**src/rtl/core/itp_pkg.sv**
```systemverilog
// ----------------------------------------------------------------------------
// itp_pkg
// Shared types, character codes and helpers for the infix-to-postfix unit.
// ----------------------------------------------------------------------------
package itp_pkg;

    // Default operator stack depth
    localparam int STACK_DEPTH_DEF = 32;

    // Depth of the command queue between front and back (power of two)
    localparam int QUEUE_DEPTH = 2;

    // Character codes
    localparam logic [7:0] CH_CARET = 8'h5E;
    localparam logic [7:0] CH_STAR  = 8'h2A;
    localparam logic [7:0] CH_SLASH = 8'h2F;
    localparam logic [7:0] CH_PLUS  = 8'h2B;
    localparam logic [7:0] CH_MINUS = 8'h2D;
    localparam logic [7:0] CH_OPEN  = 8'h28;
    localparam logic [7:0] CH_CLOSE = 8'h29;
    localparam logic [7:0] CH_NUL   = 8'h00;

    // Precedence levels; an open paren ranks lowest
    localparam logic [1:0] PREC_NONE = 2'd0;
    localparam logic [1:0] PREC_ADD  = 2'd1;
    localparam logic [1:0] PREC_MUL  = 2'd2;
    localparam logic [1:0] PREC_POW  = 2'd3;

    typedef enum logic [2:0] {
        K_OPERAND,
        K_OPEN,
        K_CLOSE,
        K_OPER,
        K_END
    } t_kind;

    typedef struct packed {
        t_kind       kind;
        logic [7:0]  ch;
        logic [1:0]  prec;
    } t_cmd;

    function automatic logic [1:0] prec_of(input logic [7:0] ch);
        logic [1:0] p;
        case (ch)
            CH_CARET:           p = PREC_POW;
            CH_STAR, CH_SLASH:  p = PREC_MUL;
            CH_PLUS, CH_MINUS:  p = PREC_ADD;
            default:            p = PREC_NONE;
        endcase
        return p;
    endfunction

    function automatic logic is_operand(input logic [7:0] ch);
        return ch inside {[8'h41:8'h5A], [8'h61:8'h7A], [8'h30:8'h39]};
    endfunction

endpackage

```
**src/rtl/core/infix_to_postfix_converter_unit.sv**
```systemverilog
// ----------------------------------------------------------------------------
// infix_to_postfix_converter_unit
// Shunting-yard converter: one infix character in per beat, postfix out.
// ----------------------------------------------------------------------------
// Usage:
//   Input channel (i_valid / o_stall) carries one character per beat, or an
//   end marker (i_is_end). Letters and digits pass through, parens and the
//   operators ^ * / + - go through an operator stack, anything else is
//   dropped at the input. An end beat flushes the stack top-down and closes
//   the expression with a zero character marked o_last.
//   Output channel (o_valid / i_stall) carries one postfix character per
//   beat with o_overflow, the sticky stack-full flag; the end beat clears it
//   once its terminator is out.
//   A classifier accepts beats into a two-entry command queue; the stack
//   engine behind it drains the queue, so the input only stalls when the
//   queue is full.
//   Flow: an accepted operand is written into the queue, taken into the
//   engine's command register, then emitted via the output register. '('
//   and an operator on an empty stack are pushed at once; otherwise an
//   operator, ')' or end beat pops entries one by one, each pop waiting on
//   the stack RAM's registered read. An end beat then emits its terminator.
//   Reset empties the stack, the queue and the output register and clears
//   the overflow flag. A stalled output holds its beat and halts the engine
//   in emit states; the queue keeps taking input until it fills.
// ----------------------------------------------------------------------------
module infix_to_postfix_converter_unit #(
    parameter int STACK_DEPTH = itp_pkg::STACK_DEPTH_DEF
) (
    input  logic       i_clk,
    input  logic       i_rst_n,
    input  logic       i_valid,
    output logic       o_stall,
    input  logic       i_is_end,
    input  logic [7:0] i_in_char,
    output logic       o_valid,
    input  logic       i_stall,
    output logic [7:0] o_out_char,
    output logic       o_last,
    output logic       o_overflow
);
    import itp_pkg::*;

    logic q_push;
    logic q_pop;
    logic q_full;
    logic q_empty;
    t_cmd q_wdata;
    t_cmd q_head;

    // classify and enqueue
    itp_front u_front (
        .i_valid   (i_valid),
        .i_is_end  (i_is_end),
        .i_in_char (i_in_char),
        .i_q_full  (q_full),
        .o_stall   (o_stall),
        .o_q_push  (q_push),
        .o_q_data  (q_wdata)
    );

    // decouple front from back
    itp_queue u_queue (
        .i_clk   (i_clk),
        .i_rst_n (i_rst_n),
        .i_push  (q_push),
        .i_data  (q_wdata),
        .i_pop   (q_pop),
        .o_head  (q_head),
        .o_full  (q_full),
        .o_empty (q_empty)
    );

    // run commands against the stack, drive output beats
    itp_back #(
        .STACK_DEPTH (STACK_DEPTH)
    ) u_back (
        .i_clk      (i_clk),
        .i_rst_n    (i_rst_n),
        .i_q_head   (q_head),
        .i_q_empty  (q_empty),
        .o_q_pop    (q_pop),
        .o_valid    (o_valid),
        .i_stall    (i_stall),
        .o_out_char (o_out_char),
        .o_last     (o_last),
        .o_overflow (o_overflow)
    );

    // never write into a full queue
    a_no_push_full: assert property (@(posedge i_clk) disable iff (!i_rst_n)
        q_push |-> !q_full)
        else $error("command queue written while full");

    // never read an empty queue
    a_no_pop_empty: assert property (@(posedge i_clk) disable iff (!i_rst_n)
        q_pop |-> !q_empty)
        else $error("command queue read while empty");

    // an accepted operand beat is queued by the next cycle
    a_operand_queued: assert property (@(posedge i_clk) disable iff (!i_rst_n)
        (i_valid && !o_stall && !i_is_end && is_operand(i_in_char)) |=> !q_empty)
        else $error("accepted operand beat lost");

endmodule

```
**src/rtl/core/itp_ram.sv**
```systemverilog
// ----------------------------------------------------------------------------
// itp_ram
// Generic single-write, single-read RAM with registered read data.
// ----------------------------------------------------------------------------
module itp_ram #(
    parameter int WIDTH = 8,
    parameter int DEPTH = 32
) (
    input  logic                     i_clk,
    input  logic                     i_we,
    input  logic [$clog2(DEPTH)-1:0] i_waddr,
    input  logic [WIDTH-1:0]         i_wdata,
    input  logic [$clog2(DEPTH)-1:0] i_raddr,
    output logic [WIDTH-1:0]         o_rdata
);

    logic [WIDTH-1:0] r_mem [DEPTH];
    logic [WIDTH-1:0] r_rdata;

    always_ff @(posedge i_clk) begin
        if (i_we) begin
            r_mem[i_waddr] <= i_wdata;
        end
        r_rdata <= r_mem[i_raddr];
    end

    assign o_rdata = r_rdata;

endmodule

```
**src/rtl/core/itp_front.sv**
```systemverilog
// ----------------------------------------------------------------------------
// itp_front
// Input side: accept beats, classify each character, drop the ignored ones.
// ----------------------------------------------------------------------------
module itp_front (
    input  logic          i_valid,
    input  logic          i_is_end,
    input  logic [7:0]    i_in_char,
    input  logic          i_q_full,
    output logic          o_stall,
    output logic          o_q_push,
    output itp_pkg::t_cmd o_q_data
);
    import itp_pkg::*;

    logic       keep;
    t_kind      kind;
    logic [1:0] prec;

    always_comb begin
        prec = prec_of(i_in_char);
        keep = 1'b1;
        kind = K_END;
        if (i_is_end) begin
            kind = K_END;
        end else if (is_operand(i_in_char)) begin
            kind = K_OPERAND;
        end else if (i_in_char == CH_OPEN) begin
            kind = K_OPEN;
        end else if (i_in_char == CH_CLOSE) begin
            kind = K_CLOSE;
        end else if (prec != PREC_NONE) begin
            kind = K_OPER;
        end else begin
            keep = 1'b0;
        end
    end

    assign o_stall       = i_q_full;
    assign o_q_push      = i_valid && !i_q_full && keep;
    assign o_q_data.kind = kind;
    assign o_q_data.ch   = i_in_char;
    assign o_q_data.prec = prec;

endmodule

```
**src/rtl/core/itp_queue.sv**
```systemverilog
// ----------------------------------------------------------------------------
// itp_queue
// Short command FIFO that decouples the classifier from the stack engine.
// ----------------------------------------------------------------------------
module itp_queue (
    input  logic          i_clk,
    input  logic          i_rst_n,
    input  logic          i_push,
    input  itp_pkg::t_cmd i_data,
    input  logic          i_pop,
    output itp_pkg::t_cmd o_head,
    output logic          o_full,
    output logic          o_empty
);
    import itp_pkg::*;

    localparam int PW = $clog2(QUEUE_DEPTH);
    localparam int CW = $clog2(QUEUE_DEPTH + 1);

    t_cmd          r_mem [QUEUE_DEPTH];
    logic [PW-1:0] r_wptr;
    logic [PW-1:0] r_rptr;
    logic [CW-1:0] r_cnt;
    logic [CW-1:0] n_cnt;

    always_comb begin
        n_cnt = r_cnt;
        if (i_push && !i_pop) begin
            n_cnt = r_cnt + CW'(1);
        end else if (i_pop && !i_push) begin
            n_cnt = r_cnt - CW'(1);
        end
    end

    always_ff @(posedge i_clk) begin
        if (!i_rst_n) begin
            r_wptr <= '0;
            r_rptr <= '0;
            r_cnt  <= '0;
        end else begin
            if (i_push) begin
                r_wptr <= r_wptr + PW'(1);
            end
            if (i_pop) begin
                r_rptr <= r_rptr + PW'(1);
            end
            r_cnt <= n_cnt;
        end
    end

    always_ff @(posedge i_clk) begin
        if (i_push) begin
            r_mem[r_wptr] <= i_data;
        end
    end

    assign o_head  = r_mem[r_rptr];
    assign o_full  = (r_cnt == CW'(QUEUE_DEPTH));
    assign o_empty = (r_cnt == '0);

endmodule

```
**src/rtl/core/itp_back.sv**
```systemverilog
// ----------------------------------------------------------------------------
// itp_back
// Stack engine: runs queued commands against the operator stack and drives
// the output register.
// ----------------------------------------------------------------------------
module itp_back #(
    parameter int STACK_DEPTH = itp_pkg::STACK_DEPTH_DEF
) (
    input  logic          i_clk,
    input  logic          i_rst_n,
    input  itp_pkg::t_cmd i_q_head,
    input  logic          i_q_empty,
    output logic          o_q_pop,
    output logic          o_valid,
    input  logic          i_stall,
    output logic [7:0]    o_out_char,
    output logic          o_last,
    output logic          o_overflow
);
    import itp_pkg::*;

    localparam int AW = $clog2(STACK_DEPTH);
    localparam int CW = $clog2(STACK_DEPTH + 1);

    typedef enum logic [2:0] {
        B_IDLE,
        B_WAIT,
        B_TOP,
        B_EMIT,
        B_PUSH,
        B_TERM
    } t_state;

    t_state        r_state, n_state;
    t_cmd          r_cmd, n_cmd;
    logic [CW-1:0] r_count, n_count;
    logic          r_ovf, n_ovf;
    logic          r_out_valid, n_out_valid;
    logic [7:0]    r_out_char, n_out_char;
    logic          r_out_last, n_out_last;
    logic          r_out_ovf, n_out_ovf;

    logic          out_free;
    logic          full;
    logic [CW-1:0] cnt_dec;
    logic [7:0]    top;
    logic [1:0]    top_prec;
    logic          push_req;
    logic [7:0]    push_char;
    logic          emit;
    logic [7:0]    emit_char;
    logic          emit_last;
    logic          ram_we;

    assign out_free = !r_out_valid || !i_stall;
    assign full     = (r_count == CW'(STACK_DEPTH));
    assign cnt_dec  = r_count - CW'(1);
    assign top_prec = prec_of(top);
    assign ram_we   = push_req && !full;

    itp_ram #(
        .WIDTH (8),
        .DEPTH (STACK_DEPTH)
    ) u_stack (
        .i_clk   (i_clk),
        .i_we    (ram_we),
        .i_waddr (r_count[AW-1:0]),
        .i_wdata (push_char),
        .i_raddr (cnt_dec[AW-1:0]),
        .o_rdata (top)
    );

    always_comb begin
        n_state   = r_state;
        n_cmd     = r_cmd;
        n_count   = r_count;
        n_ovf     = r_ovf;
        o_q_pop   = 1'b0;
        push_req  = 1'b0;
        push_char = r_cmd.ch;
        emit      = 1'b0;
        emit_char = top;
        emit_last = 1'b0;

        case (r_state)
            B_IDLE: begin
                if (!i_q_empty) begin
                    o_q_pop = 1'b1;
                    n_cmd   = i_q_head;
                    case (i_q_head.kind)
                        K_OPERAND: n_state = B_EMIT;
                        K_OPEN: begin
                            push_req  = 1'b1;
                            push_char = i_q_head.ch;
                        end
                        K_CLOSE: begin
                            if (r_count != '0) begin
                                n_state = B_TOP;
                            end
                        end
                        K_OPER: begin
                            if (r_count != '0) begin
                                n_state = B_TOP;
                            end else begin
                                push_req  = 1'b1;
                                push_char = i_q_head.ch;
                            end
                        end
                        K_END: n_state = (r_count != '0) ? B_TOP : B_TERM;
                        default: n_state = B_IDLE;
                    endcase
                end
            end
            B_EMIT: begin
                if (out_free) begin
                    emit      = 1'b1;
                    emit_char = r_cmd.ch;
                    n_state   = B_IDLE;
                end
            end
            B_WAIT: n_state = B_TOP;
            B_TOP: begin
                case (r_cmd.kind)
                    K_CLOSE: begin
                        if (top == CH_OPEN) begin
                            // drop the matching open paren
                            n_count = cnt_dec;
                            n_state = B_IDLE;
                        end else if (out_free) begin
                            emit    = 1'b1;
                            n_count = cnt_dec;
                            n_state = (cnt_dec == '0) ? B_IDLE : B_WAIT;
                        end
                    end
                    K_OPER: begin
                        if (r_cmd.prec <= top_prec) begin
                            if (out_free) begin
                                emit    = 1'b1;
                                n_count = cnt_dec;
                                n_state = (cnt_dec == '0) ? B_PUSH : B_WAIT;
                            end
                        end else begin
                            push_req = 1'b1;
                            n_state  = B_IDLE;
                        end
                    end
                    K_END: begin
                        if (out_free) begin
                            emit    = 1'b1;
                            n_count = cnt_dec;
                            n_state = (cnt_dec == '0) ? B_TERM : B_WAIT;
                        end
                    end
                    default: n_state = B_IDLE;
                endcase
            end
            B_PUSH: begin
                push_req = 1'b1;
                n_state  = B_IDLE;
            end
            B_TERM: begin
                if (out_free) begin
                    emit      = 1'b1;
                    emit_char = CH_NUL;
                    emit_last = 1'b1;
                    n_ovf     = 1'b0;
                    n_state   = B_IDLE;
                end
            end
            default: n_state = B_IDLE;
        endcase

        // full stack: drop the push and flag it
        if (push_req) begin
            if (full) begin
                n_ovf = 1'b1;
            end else begin
                n_count = r_count + CW'(1);
            end
        end

        n_out_valid = emit || (r_out_valid && i_stall);
        n_out_char  = emit ? emit_char : r_out_char;
        n_out_last  = emit ? emit_last : r_out_last;
        n_out_ovf   = emit ? r_ovf     : r_out_ovf;
    end

    always_ff @(posedge i_clk) begin
        if (!i_rst_n) begin
            r_state     <= B_IDLE;
            r_count     <= '0;
            r_ovf       <= 1'b0;
            r_out_valid <= 1'b0;
        end else begin
            r_state     <= n_state;
            r_count     <= n_count;
            r_ovf       <= n_ovf;
            r_out_valid <= n_out_valid;
        end
        r_cmd      <= n_cmd;
        r_out_char <= n_out_char;
        r_out_last <= n_out_last;
        r_out_ovf  <= n_out_ovf;
    end

    assign o_valid    = r_out_valid;
    assign o_out_char = r_out_char;
    assign o_last     = r_out_last;
    assign o_overflow = r_out_ovf;

endmodule
```
**config.mk**
```make
export PLATFORM = sky130hd
export DESIGN_NAME = infix_to_postfix_converter_unit
export DESIGN_NICKNAME = d
export VERILOG_FILES = /design/src/rtl/core/itp_pkg.sv /design/src/rtl/core/infix_to_postfix_converter_unit.sv /design/src/rtl/core/itp_ram.sv /design/src/rtl/core/itp_front.sv /design/src/rtl/core/itp_queue.sv /design/src/rtl/core/itp_back.sv
export SDC_FILE = /design/constraint.sdc
export NUM_CORES = 1
export LEC_CHECK = 0
export ABC_AREA = 1
export CAP_MARGIN = 20
export CELL_PAD_IN_SITES_DETAIL_PLACEMENT = 0
export CELL_PAD_IN_SITES_GLOBAL_PLACEMENT = 1
export CORE_MARGIN = 1
export CORE_UTILIZATION = 55
export CTS_BUF_LIST = sky130_fd_sc_hd__clkbuf_2
export CTS_CLUSTER_DIAMETER = 80
export DETAILED_ROUTE_END_ITERATION = 7
export DONT_BUFFER_PORTS = 1
export GPL_ROUTABILITY_DRIVEN = 0
export PLACE_DENSITY = 0.79
export SYNTH_ARGS = -nofsm -noshare
export SYNTH_HDL_FRONTEND = slang
export SYNTH_SLANG_ARGS = --single-unit
```
**constraint.sdc**
```tcl
create_clock -name i_clk -period 4.45 [get_ports i_clk]
set_clock_uncertainty 0.15 [all_clocks]
set_input_delay 0.6675 -clock i_clk [delete_from_list [all_inputs] [get_ports i_clk]]
set_output_delay 0.6675 -clock i_clk [all_outputs]
set_load 0.02 [all_outputs]
```
Yosys cells after proc, flatten, opt, wreduce, memory -nomap -nowiden
Memories as Yosys holds them, arrays and structs flattened. A register that Yosys moved wholly into a read port is not among the register bits.
Index checks and enable logic that the tools add are counted.

storage, ports and cells
  register bits = 38
  logic and storage cells = 162
  input port bits = 13
  RAM bits = 282
  output and inout bits = 12
  memories kept = 2

operators by class
  $lt $le $gt $ge = 7
  add/sub/neg operators = 6
  multiplexer cells = 66
  bitwise logic cells = 1
  reductions and logical operators = 33
  equality and inequality tests = 34

memories
  memory                words  bits a word  rd ports  clocked after memory_dff  wr ports  line             RTL
  u_back.u_stack.r_mem  32     8            1         1                         1         itp_ram.sv:17    logic [WIDTH-1:0] r_mem [DEPTH];
  u_queue.r_mem         2      13           1         1                         1         itp_queue.sv:20  t_cmd r_mem [QUEUE_DEPTH];

operators by type and width
  operator                                              number
  == test 8 x 6 -> 1 bit (second input constant)        11
  two-way mux 3 bit                                     16
  two-way mux 8 bit                                     5
  two-way mux 6 bit                                     6
  one-hot mux 8 bit (2 select lines)                    2
  two-way mux 1 bit                                     25
  one-hot mux 3 bit (4 select lines)                    2
  == test 3 x 2 -> 1 bit (second input constant)        6
  one-hot mux 6 bit (3 select lines)                    1
  == test 8 x 7 -> 1 bit (second input constant)        2
  >= comparator 8 x 7 -> 1 bit (second input constant)  2
  <= comparator 8 x 7 -> 1 bit (second input constant)  2
  == test 3 bit (second input constant)                 4
  one-hot mux 2 bit (3 select lines)                    2
  OR reduction 2 bit                                    6
  logical AND 1 bit                                     9
  one-hot mux 3 bit (3 select lines)                    1
  >= comparator 8 x 6 -> 1 bit (second input constant)  1
  <= comparator 8 x 6 -> 1 bit (second input constant)  1
  AND reduction 7 bit                                   1
  adder 6 x 1 -> 6 bit (second input constant)          1
  == test 3 x 1 -> 1 bit (second input constant)        2
  == test 6 bit (second input constant)                 1
  logical NOT 1 bit                                     6
  23 further kinds                                      32

Longest topological paths before layout
Gate-level depths: netlist of run 1.

  depth in word-level cells = 14
  depth in mapped cells = 21
  mapped depth without buffers = 21

Modules after synthesis
A second synthesis of run 1 with hierarchy kept.

unflattened totals
  cell total of the unflattened synthesis = 1346
  area, all modules = 14517.7 µm²

by module, submodules not included
  module     cells an instance  sequential area each (µm²)  times used  area each (µm²)
  itp_ram    922                7847.5                      1           10786.6
  itp_back   278                910.9                       1           2182.1
  itp_queue  75                 880.8                       1           1203.7
  itp_front  71                 0.0                         1           345.3

Least setup slack after synthesis of run 1
OpenSTA, ideal clock, no wires.

  path type = register -> register
  start = register u_back.r_count[0]
  end = memory u_back.u_stack.r_mem[0][3], data pin
  stages on the path, launching flop included = 14
  setup time = 0.454 ns
  slack = 1.202 ns
  buffers on the path = 3
  data required time = 3.846 ns
  clock period less this slack = 3.248 ns
  arrival time = 2.644 ns
  cells stage by stage = dfxtp_1 buf_2 inv_2 buf_2 buf_2 ha_1 inv_2 nor3_4 inv_2 nand2_2 nand3_1 o22ai_1 nand2_1 o21ai_0

between the ends
  word-level cells in the longest chain between the ends = 5

ends and longest elaborated chain
  item                                line             RTL
  start, declared                     itp_back.sv:36   logic [CW-1:0] r_count, n_count;
  start signal, assigned              itp_back.sv:196  r_count <= n_count;
  nonzero test 6 bit                  itp_back.sv:102  if (r_count != '0) begin
  two-way mux 8 bit                   itp_back.sv:102
  one-hot mux 8 bit (2 select lines)  itp_back.sv:90   case (i_q_head.kind)
  two-way mux 8 bit                   itp_back.sv:87   if (!i_q_empty) begin
  two-way mux 8 bit                   itp_back.sv:85   case (r_state)
  net u_back.push_char[3]             itp_back.sv:49   logic [7:0] push_char;
  end, declared                       itp_ram.sv:17

The timed path passes the listed nets, and every way through them passes these cells.

Final worst setup path of run 1
  start = register u_back.u_stack.r_rdata[7], in the netlist u_back.u_stack.o_rdata[7] (read register of u_back.u_stack.r_mem)
  end = memory u_back.u_stack.r_mem[6][6], in the netlist u_back.u_stack.r_mem[3][6] (enable)

between the ends
  word-level cells in the longest chain between the ends = 10
  elaborated cells on any way between the ends = 15
  classes of those cells = order compare: 1; eq/ne: 5; mux: 6; reduce/logical: 3

ends and longest elaborated chain
  item                                         line             RTL
  start, declared                              itp_ram.sv:18    logic [WIDTH-1:0] r_rdata;
  == test 8 x 6 -> 1 bit                       itp_pkg.sv:45    case (ch)
  OR reduction 2 bit                           itp_pkg.sv:45
  one-hot mux 2 bit (3 select lines) (*)       itp_pkg.sv:45
  <= comparator 2 bit (*)                      itp_back.sv:136  if (r_cmd.prec <= top_prec) begin
  two-way mux 1 bit (*)                        itp_back.sv:136
  two-way mux 1 bit (*)                        itp_back.sv:123  case (r_cmd.kind)
  one-hot mux 1 bit (3 select lines) (*)       itp_back.sv:85
  logical AND 1 bit (*)                        itp_back.sv:59   assign ram_we = push_req && !full;
  two-way mux 1 bit (*)                        itp_ram.sv:21    if (i_we) begin
  two-way mux 1 bit (not written as such) (*)  itp_ram.sv:22    r_mem[i_waddr] <= i_wdata;

Mark *: on every way between the ends. The rest lies on a longest branch, timed or not.

==> run summary, run 1 <==
Post-CTS Resized - 0
# DRC - 0
Die height - 162 µm
Setup crit end - u_back.u_stack.r_mem[3][6]
Overflow after GRT - 0
Vias per cell - 5.66
Core area - 0.0251 mm²
Sequential area share after synthesis - 68.6%
Syn Area/Cell - 12.5 µm²
FF-to-FF End - u_back.u_stack.r_mem[3][6]
CP required - 4.74 ns
Pin count of the biggest net entering global routing - 75
Hold crit path type - input pin to flip-flop
Post-DP HPWL - 19,800 µm
Boundary Pins - 25
Hold slack - 0.0806 ns
Post-DRT Antenna Nets - 0
CTS H-tree lvls - 3
FFs w/ async S/R, synth - 0%
Max-slew violations - 0
Vias in the first global route - 8,752
CTS clk-pin slew, worst paths - 0.11 ns
CP startpoint kind - flip-flop
Yosys warnings - 0
Run status - completed
Initial antenna violation count - 1
Reg2reg start - u_back.u_stack.o_rdata[7]
Unrepaired setup endpoints after global routing - no
Slew headroom - 31.8%
CTS buffer count - 81
Port Buffer Count - 0
Synthesized area - 0.0141 mm²
Max-cap violation count - 0
Multi-input gate area in the final layout - 0.00385 mm²
DIE AREA - 0.0262 mm²
Number of flops mapped to enable cells by yosys - 305
Worst skew pair latency - 0.84 ns
Fillers - 2,065
Share of layout cells above drive strength 1 - 15.7%
Count of state elements after synthesis - 329
Reg2reg setup slack - 0.93 ns
Pre-Repair DR Iteration Count - 8
Max rail drop VDD - 546 µV
Crit path time final - 3.52 ns
Most used DFF post-synth - edfxtp_1
Crit path from - u_back.u_stack.o_rdata[7]
Setup TNS Final - 0 ns
PD cells - 712 mW/mm²
Period utilization - 79.1%
Post-CTS Setup Inserts - 0
Crit path capture type - flip-flop
DRT iter0 DRCs - 792
Crit-path max FO - 12
Clock root buffer - clkbuf_2
F_max - 284 MHz
Final core utilization - 60.6%
Reg area - 0.00964 mm²
Yosys cell types - 45
Nets - 1,204
Synth Net Count - 1,149
Reg2reg path depth - 16
Post-route insts no fill - 1,581
CTS tree - built
Power, Total - 10.8 mW
GRT Overall Usage - 24.5%
# setup viols final - 0
Worst Tran Pin Value - 1.02 ns
Hold Vio Cnt, Final - 0
# clock sinks - 329
Cells after synthesis - 1,128
Routed wire length - 31,200 µm
WL/cell - 19.7 µm
Die W - 162 µm
Leakage - 5.32 nW
Initial Util - 56.0%
Cells after DPL - 1,418
Setup CP Type - flip-flop to flip-flop
CP arrival - 3.81 ns
Cell Rows - 58
Global-route wire length before repair - 47,800 µm
Max clock buf depth - 3
Area delta synth->final - 8.26%
Via count - 8,951
layout by cell type (no fill, tap or decap), types with 4 or more instances in the layout:
| cell | instances |
|---|---|
| edfxtp_1 | 305 |
| nor2_1 | 131 |
| clkbuf_2 | 127 |
| nand2_1 | 104 |
| o21ai_0 | 92 |
| inv_1 | 84 |
| nand3_1 | 79 |
| mux2i_1 | 63 |
| o221ai_1 | 63 |
| dfxtp_1 | 23 |
| a21oi_1 | 22 |
| clkinv_1 | 15 |
| o22ai_1 | 15 |
| buf_4 | 14 |
| dlygate4sd3_1 | 12 |
| inv_2 | 11 |
| o21ai_2 | 9 |
| nand2_2 | 8 |
| and2_1 | 8 |
| nand4_1 | 7 |
| ha_1 | 7 |
| nor3_1 | 4 |
| nor4_1 | 4 |
| clkinv_2 | 4 |
worst min-delay path by stage:
stage / slack, ns / depth (start not counted) / startpoint / endpoint
CTS: 0.007 / 3 / i_in_char[5] / u_queue.r_mem[0][0]
global route: 0.03 / 3 / i_in_char[1] / u_queue.r_mem[0][0]
global placement: 0.26 / 0 / u_back.r_ovf / u_back.o_overflow
detailed placement: 0.27 / 0 / u_back.r_ovf / u_back.o_overflow
floorplan: 0.25 / 0 / u_back.r_ovf / u_back.o_overflow
finish: 0.08 / 6 / i_valid / u_queue.r_wptr
timing repair:
| action | 4_1_cts | 5_1_grt |
|---|---|---|
| hold buffers | 12 | 0 |
| hold endpoints to repair | 42 | 0 |
| setup endpoints to repair | 0 | 0 |
state kept, by name, indices dropped and copies added, names as in the netlist, 2 cells and up, named ones only:
register and count:
u_back.r_cmd 13, u_back.u_stack.o_rdata 8, u_back.o_out_char 8, u_back.r_count 6, u_queue.r_cnt 2, u_back.r_state 3
u_queue.r_mem 26, u_back.u_stack.r_mem 256
power breakdown:
group | leakage (nW) | total [mW] | switching (mW) | internal (mW)
clock | 0.577 | 1.91 | 1.15 | 0.757
combinational | 1.79 | 4.64 | 3.30 | 1.34
sequential | 2.95 | 4.29 | 0.189 | 4.10
per-stage QoR:
| step | area (µm²) | setup slack (ns) |
|---|---|---|
| CTS | 15200 | 0.923 |
| detailed placement | 14400 | 0.987 |
| floorplan | 14100 | 1.20 |
| global route | 15200 | 0.585 |
| finish | 15200 | 0.931 |
| global placement | 14400 | 1.01 |
metal layers:
layer  up-vias  global-route usage, %  share of wire (%)
met5         -                      0                  0
met4         0                   9.95                2.3
met3        56                   5.01                6.2
met1      4299                   33.2                 43
li1       4310                      -                  -
met2       286                   38.7                 48
synth_stat cells, types with 2 or more instances:
library cell	count	area share (%)
a21oi_1	23	0.82
a21oi_2	2	0.12
and2_1	8	0.36
buf_1	3	0.080
buf_2	24	0.85
buf_4	3	0.16
buf_6	3	0.24
clkbuf_1	21	0.56
clkinv_1	2	0.053
dfxtp_1	24	3.4
edfxtp_1	305	65
ha_1	8	0.71
inv_1	84	2.2
inv_2	8	0.21
mux2_2	3	0.24
mux2i_1	63	4.5
nand2_1	104	2.8
nand2_2	8	0.36
nand2_4	3	0.24
nand3_1	79	2.8
nand4_1	7	0.31
nor2_1	131	3.5
nor3_1	4	0.14
nor3_4	2	0.23
nor4_1	4	0.18
o21ai_0	99	3.5
o21ai_1	3	0.11
o21ai_2	3	0.19
o21bai_1	2	0.11
o221ai_1	63	3.9
o22ai_1	15	0.67
o31ai_1	2	0.11
xor2_1	3	0.19
critical path: stages (launching register included):
cell	delay, ns
dfxtp_1	0.37
inv_1	0.06
nand2_1	0.05
nor2_1	0.06
inv_1	0.08
nor4_1	0.05
or3_1	0.37
ha_1	0.30
nand2_1	0.08
nand2_1	0.09
nor2_1	0.16
a21oi_2	0.09
nand2_4	0.10
nand2_4	0.11
inv_2	0.15
nand2_2	0.23
nor2_1	0.63
area by class of cell:
type                       instances  share of cell area (%)
antenna                            2                  0.0329
multi-input combinational        651                    25.3
inverter                          94                    2.32
clock inverter                    22                   0.625
tap                              330                    2.71
clock buffer                     127                    4.18
timing repair buffer              26                    1.48
sequential                       329                    63.4
kinds of logic (layout without fill, tap and decap cells):
family	after synthesis	count (layout)	share of synthesized area, %
compound gates	215	215	9.73
xor+xnor	4	4	0.383
fa+ha+maj	8	8	0.712
buf+inv	148	269	4.41
flops	329	329	68.6
mux	66	66	4.73
other cells	0	2	0
simple gates	358	358	11.5
Note: power is estimated with default switching activity, not from simulation.
==> run 2: changes to the inputs <==
--- a/config.mk
+++ b/config.mk
@@ -10,13 +10,13 @@
 export CELL_PAD_IN_SITES_DETAIL_PLACEMENT = 0
 export CELL_PAD_IN_SITES_GLOBAL_PLACEMENT = 1
 export CORE_MARGIN = 1
-export CORE_UTILIZATION = 55
+export CORE_UTILIZATION = 49
 export CTS_BUF_LIST = sky130_fd_sc_hd__clkbuf_2
 export CTS_CLUSTER_DIAMETER = 80
 export DETAILED_ROUTE_END_ITERATION = 7
 export DONT_BUFFER_PORTS = 1
 export GPL_ROUTABILITY_DRIVEN = 0
-export PLACE_DENSITY = 0.79
+export PLACE_DENSITY = 0.75
 export SYNTH_ARGS = -nofsm -noshare
 export SYNTH_HDL_FRONTEND = slang
 export SYNTH_SLANG_ARGS = --single-unit
==> constraint.sdc (replaced) <==
create_clock -name i_clk -period 3.2 [get_ports i_clk]
set_clock_uncertainty 0.15 [all_clocks]
set_input_delay 0.48 -clock i_clk [delete_from_list [all_inputs] [get_ports i_clk]]
set_output_delay 0.48 -clock i_clk [all_outputs]
set_load 0.02 [all_outputs]
==> run 2 against run 1 <==
  * Combinational power is 49% higher
  * Critical path type unchanged
  * Worst setup slack worse by 0.71 ns
  * Critical endpoint is now u_back.u_stack.r_mem[14][2]
  * Cell count is 4.6% higher
==> run summary, run 2 (same netlist as run 1, synthesis figures left out) <==
Run status - completed
Unrepaired setup endpoints after global routing - no
Reg2reg setup slack - 0.23 ns
Crit path time final - 2.97 ns
Overflow after GRT - 0
Max rail drop VDD - 603 µV
Crit path from - u_back.u_stack.o_rdata[1]
CTS tree - built
Reg2reg start - u_back.u_stack.o_rdata[1]
Area delta synth->final - 11.5%
Routed wire length - 34,300 µm
Worst skew pair latency - 0.90 ns
Vias in the first global route - 8,954
Port Buffer Count - 0
Max clock buf depth - 3
Boundary Pins - 25
Vias per cell - 5.64
Largest Register - u_back.u_stack.r_mem
Final core utilization - 56.0%
Clock root buffer - clkbuf_2
Leakage - 5.54 nW
Initial Util - 50.2%
CTS H-tree lvls - 3
Global-route wire length before repair - 51,200 µm
Crit path capture type - flip-flop
CTS clk-pin slew, worst paths - 0.10 ns
Via count - 9,328
Setup crit end - u_back.u_stack.r_mem[14][2]
GRT Overall Usage - 23.8%
CP arrival - 3.35 ns
Die height - 171 µm
Die W - 171 µm
Reg2reg path depth - 16
WL/cell - 20.7 µm
# setup viols final - 0
Pre-Repair DR Iteration Count - 5
CP startpoint kind - flip-flop
Slew headroom - 25.1%
CTS buffer count - 82
Setup TNS Final - 0 ns
DRT iter0 DRCs - 872
F_max - 336 MHz
FF-to-FF End - u_back.u_stack.r_mem[14][2]
Cell Rows - 61
Post-CTS Setup Inserts - 0
Most frequent cells in the layout - edfxtp_1, nor2_1, clkbuf_2, nand2_1, o21ai_0
Most common cell after layout, fill and taps aside - edfxtp_1
Post-DRT Antenna Nets - 0
Max-cap violation count - 0
Hold path depth - 5
Nets - 1,243
Crit-path max FO - 8
Worst Tran Pin Value - 1.12 ns
Largest regs - u_back.u_stack.r_mem: 256 flops, u_queue.r_mem: 26 flops, u_back.r_cmd: 13 flops
CP required - 3.57 ns
Hold Vio Cnt, Final - 0
Core area - 0.0280 mm²
Initial antenna violation count - 1
# clock sinks - 329
DIE AREA - 0.0294 mm²
Post-DP HPWL - 20,900 µm
PD cells - 1000 mW/mm²
# DRC - 0
Period utilization - 92.9%
Pin count of the biggest net entering global routing - 134
Hold crit path type - input pin to flip-flop
Max reg flops - 256
Max-slew violations - 0
Setup CP Type - flip-flop to flip-flop
Share of layout cells above drive strength 1 - 17.1%
## run 2: cell count changes in the layout (fill, tap and decap cells not counted), moves of 2 or more
cell	change
buf_12	+3
buf_4	+33
bufinv_16	+4
clkbuf_2	-22
clkinv_1	+5
clkinv_2	+3
dlygate4sd3_1	+2
inv_2	-4
nand2_2	-4
nand2_4	+3
## run 2: power breakdown
group	total (mW)	switching, mW	internal (mW)
clock	2.89	1.66	1.23
sequential	5.92	0.214	5.70
combinational	6.92	4.95	1.97
## run 2: cell type report
type	instances	area (µm²)
fillers	2408	12300
flip-flops and latches	329	9640
multi-input cells	651	3880
repair buffers	64	553
clock buffers	105	526
well taps	378	473
inverters	94	355
clock inverters	32	246
diodes	1	2.50
## run 2: critical path, stage by stage (launching register included)
cell     delay (ns)
dfxtp_1        0.32
inv_1          0.13
nor2_1         0.08
nand3_1        0.08
nor4_2         0.05
or3_1          0.38
ha_1           0.30
nand2_1        0.09
nand2_1        0.08
nor2_1         0.16
a21oi_2        0.10
nand2_4        0.09
nand2_4        0.05
inv_4          0.13
nand2_8        0.13
nor2_1         0.14
buf_4          0.19
## run 2: worst min-delay path by stage
| stage | from | end | slack, ns |
|---|---|---|---|
| 6_report | i_in_char[3] | u_queue.r_mem[1][12] | 0.06 |
| 5_1_grt | i_in_char[3] | u_queue.r_mem[1][12] | 0.04 |
| 4_1_cts | i_in_char[3] | u_queue.r_mem[1][12] | 0.01 |
| 3_5_place_dp | u_back.r_ovf | u_back.o_overflow | 0.26 |
| 3_3_place_gp | u_back.r_ovf | u_back.o_overflow | 0.27 |
| 2_1_floorplan | u_back.r_ovf | u_back.o_overflow | 0.25 |
## run 2: metal layers
metal	global-route usage [%]	up-vias	share of wire, %
li1	-	4369	-
met5	0	-	0
met1	31.5	4540	42
met2	38.1	349	48
met3	5.20	70	6.8
met4	9.78	0	2.9
## run 2: what timing repair did
| item | CTS | global route |
|---|---|---|
| endpoints found under the setup margin | 0 | 230 |
| hold buffers | 14 | 0 |
| resized for setup | 0 | 10 |
| endpoints found under the hold margin | 46 | 0 |
## run 2: per-stage QoR
stage	worst slack (ns)	power, mW	cells	cell area [µm²]	hold slack [ns]
global route	0.0190	16.5	1654	15700	0.0373
finish	0.226	15.7	1654	15700	0.0620
detailed placement	0.0670	12.8	1502	14700	0.264
global placement	0.166	12.8	1502	14700	0.269
CTS	0.00944	15.7	1653	15600	0.0120
floorplan	0.0126	10.4	1128	14100	0.252
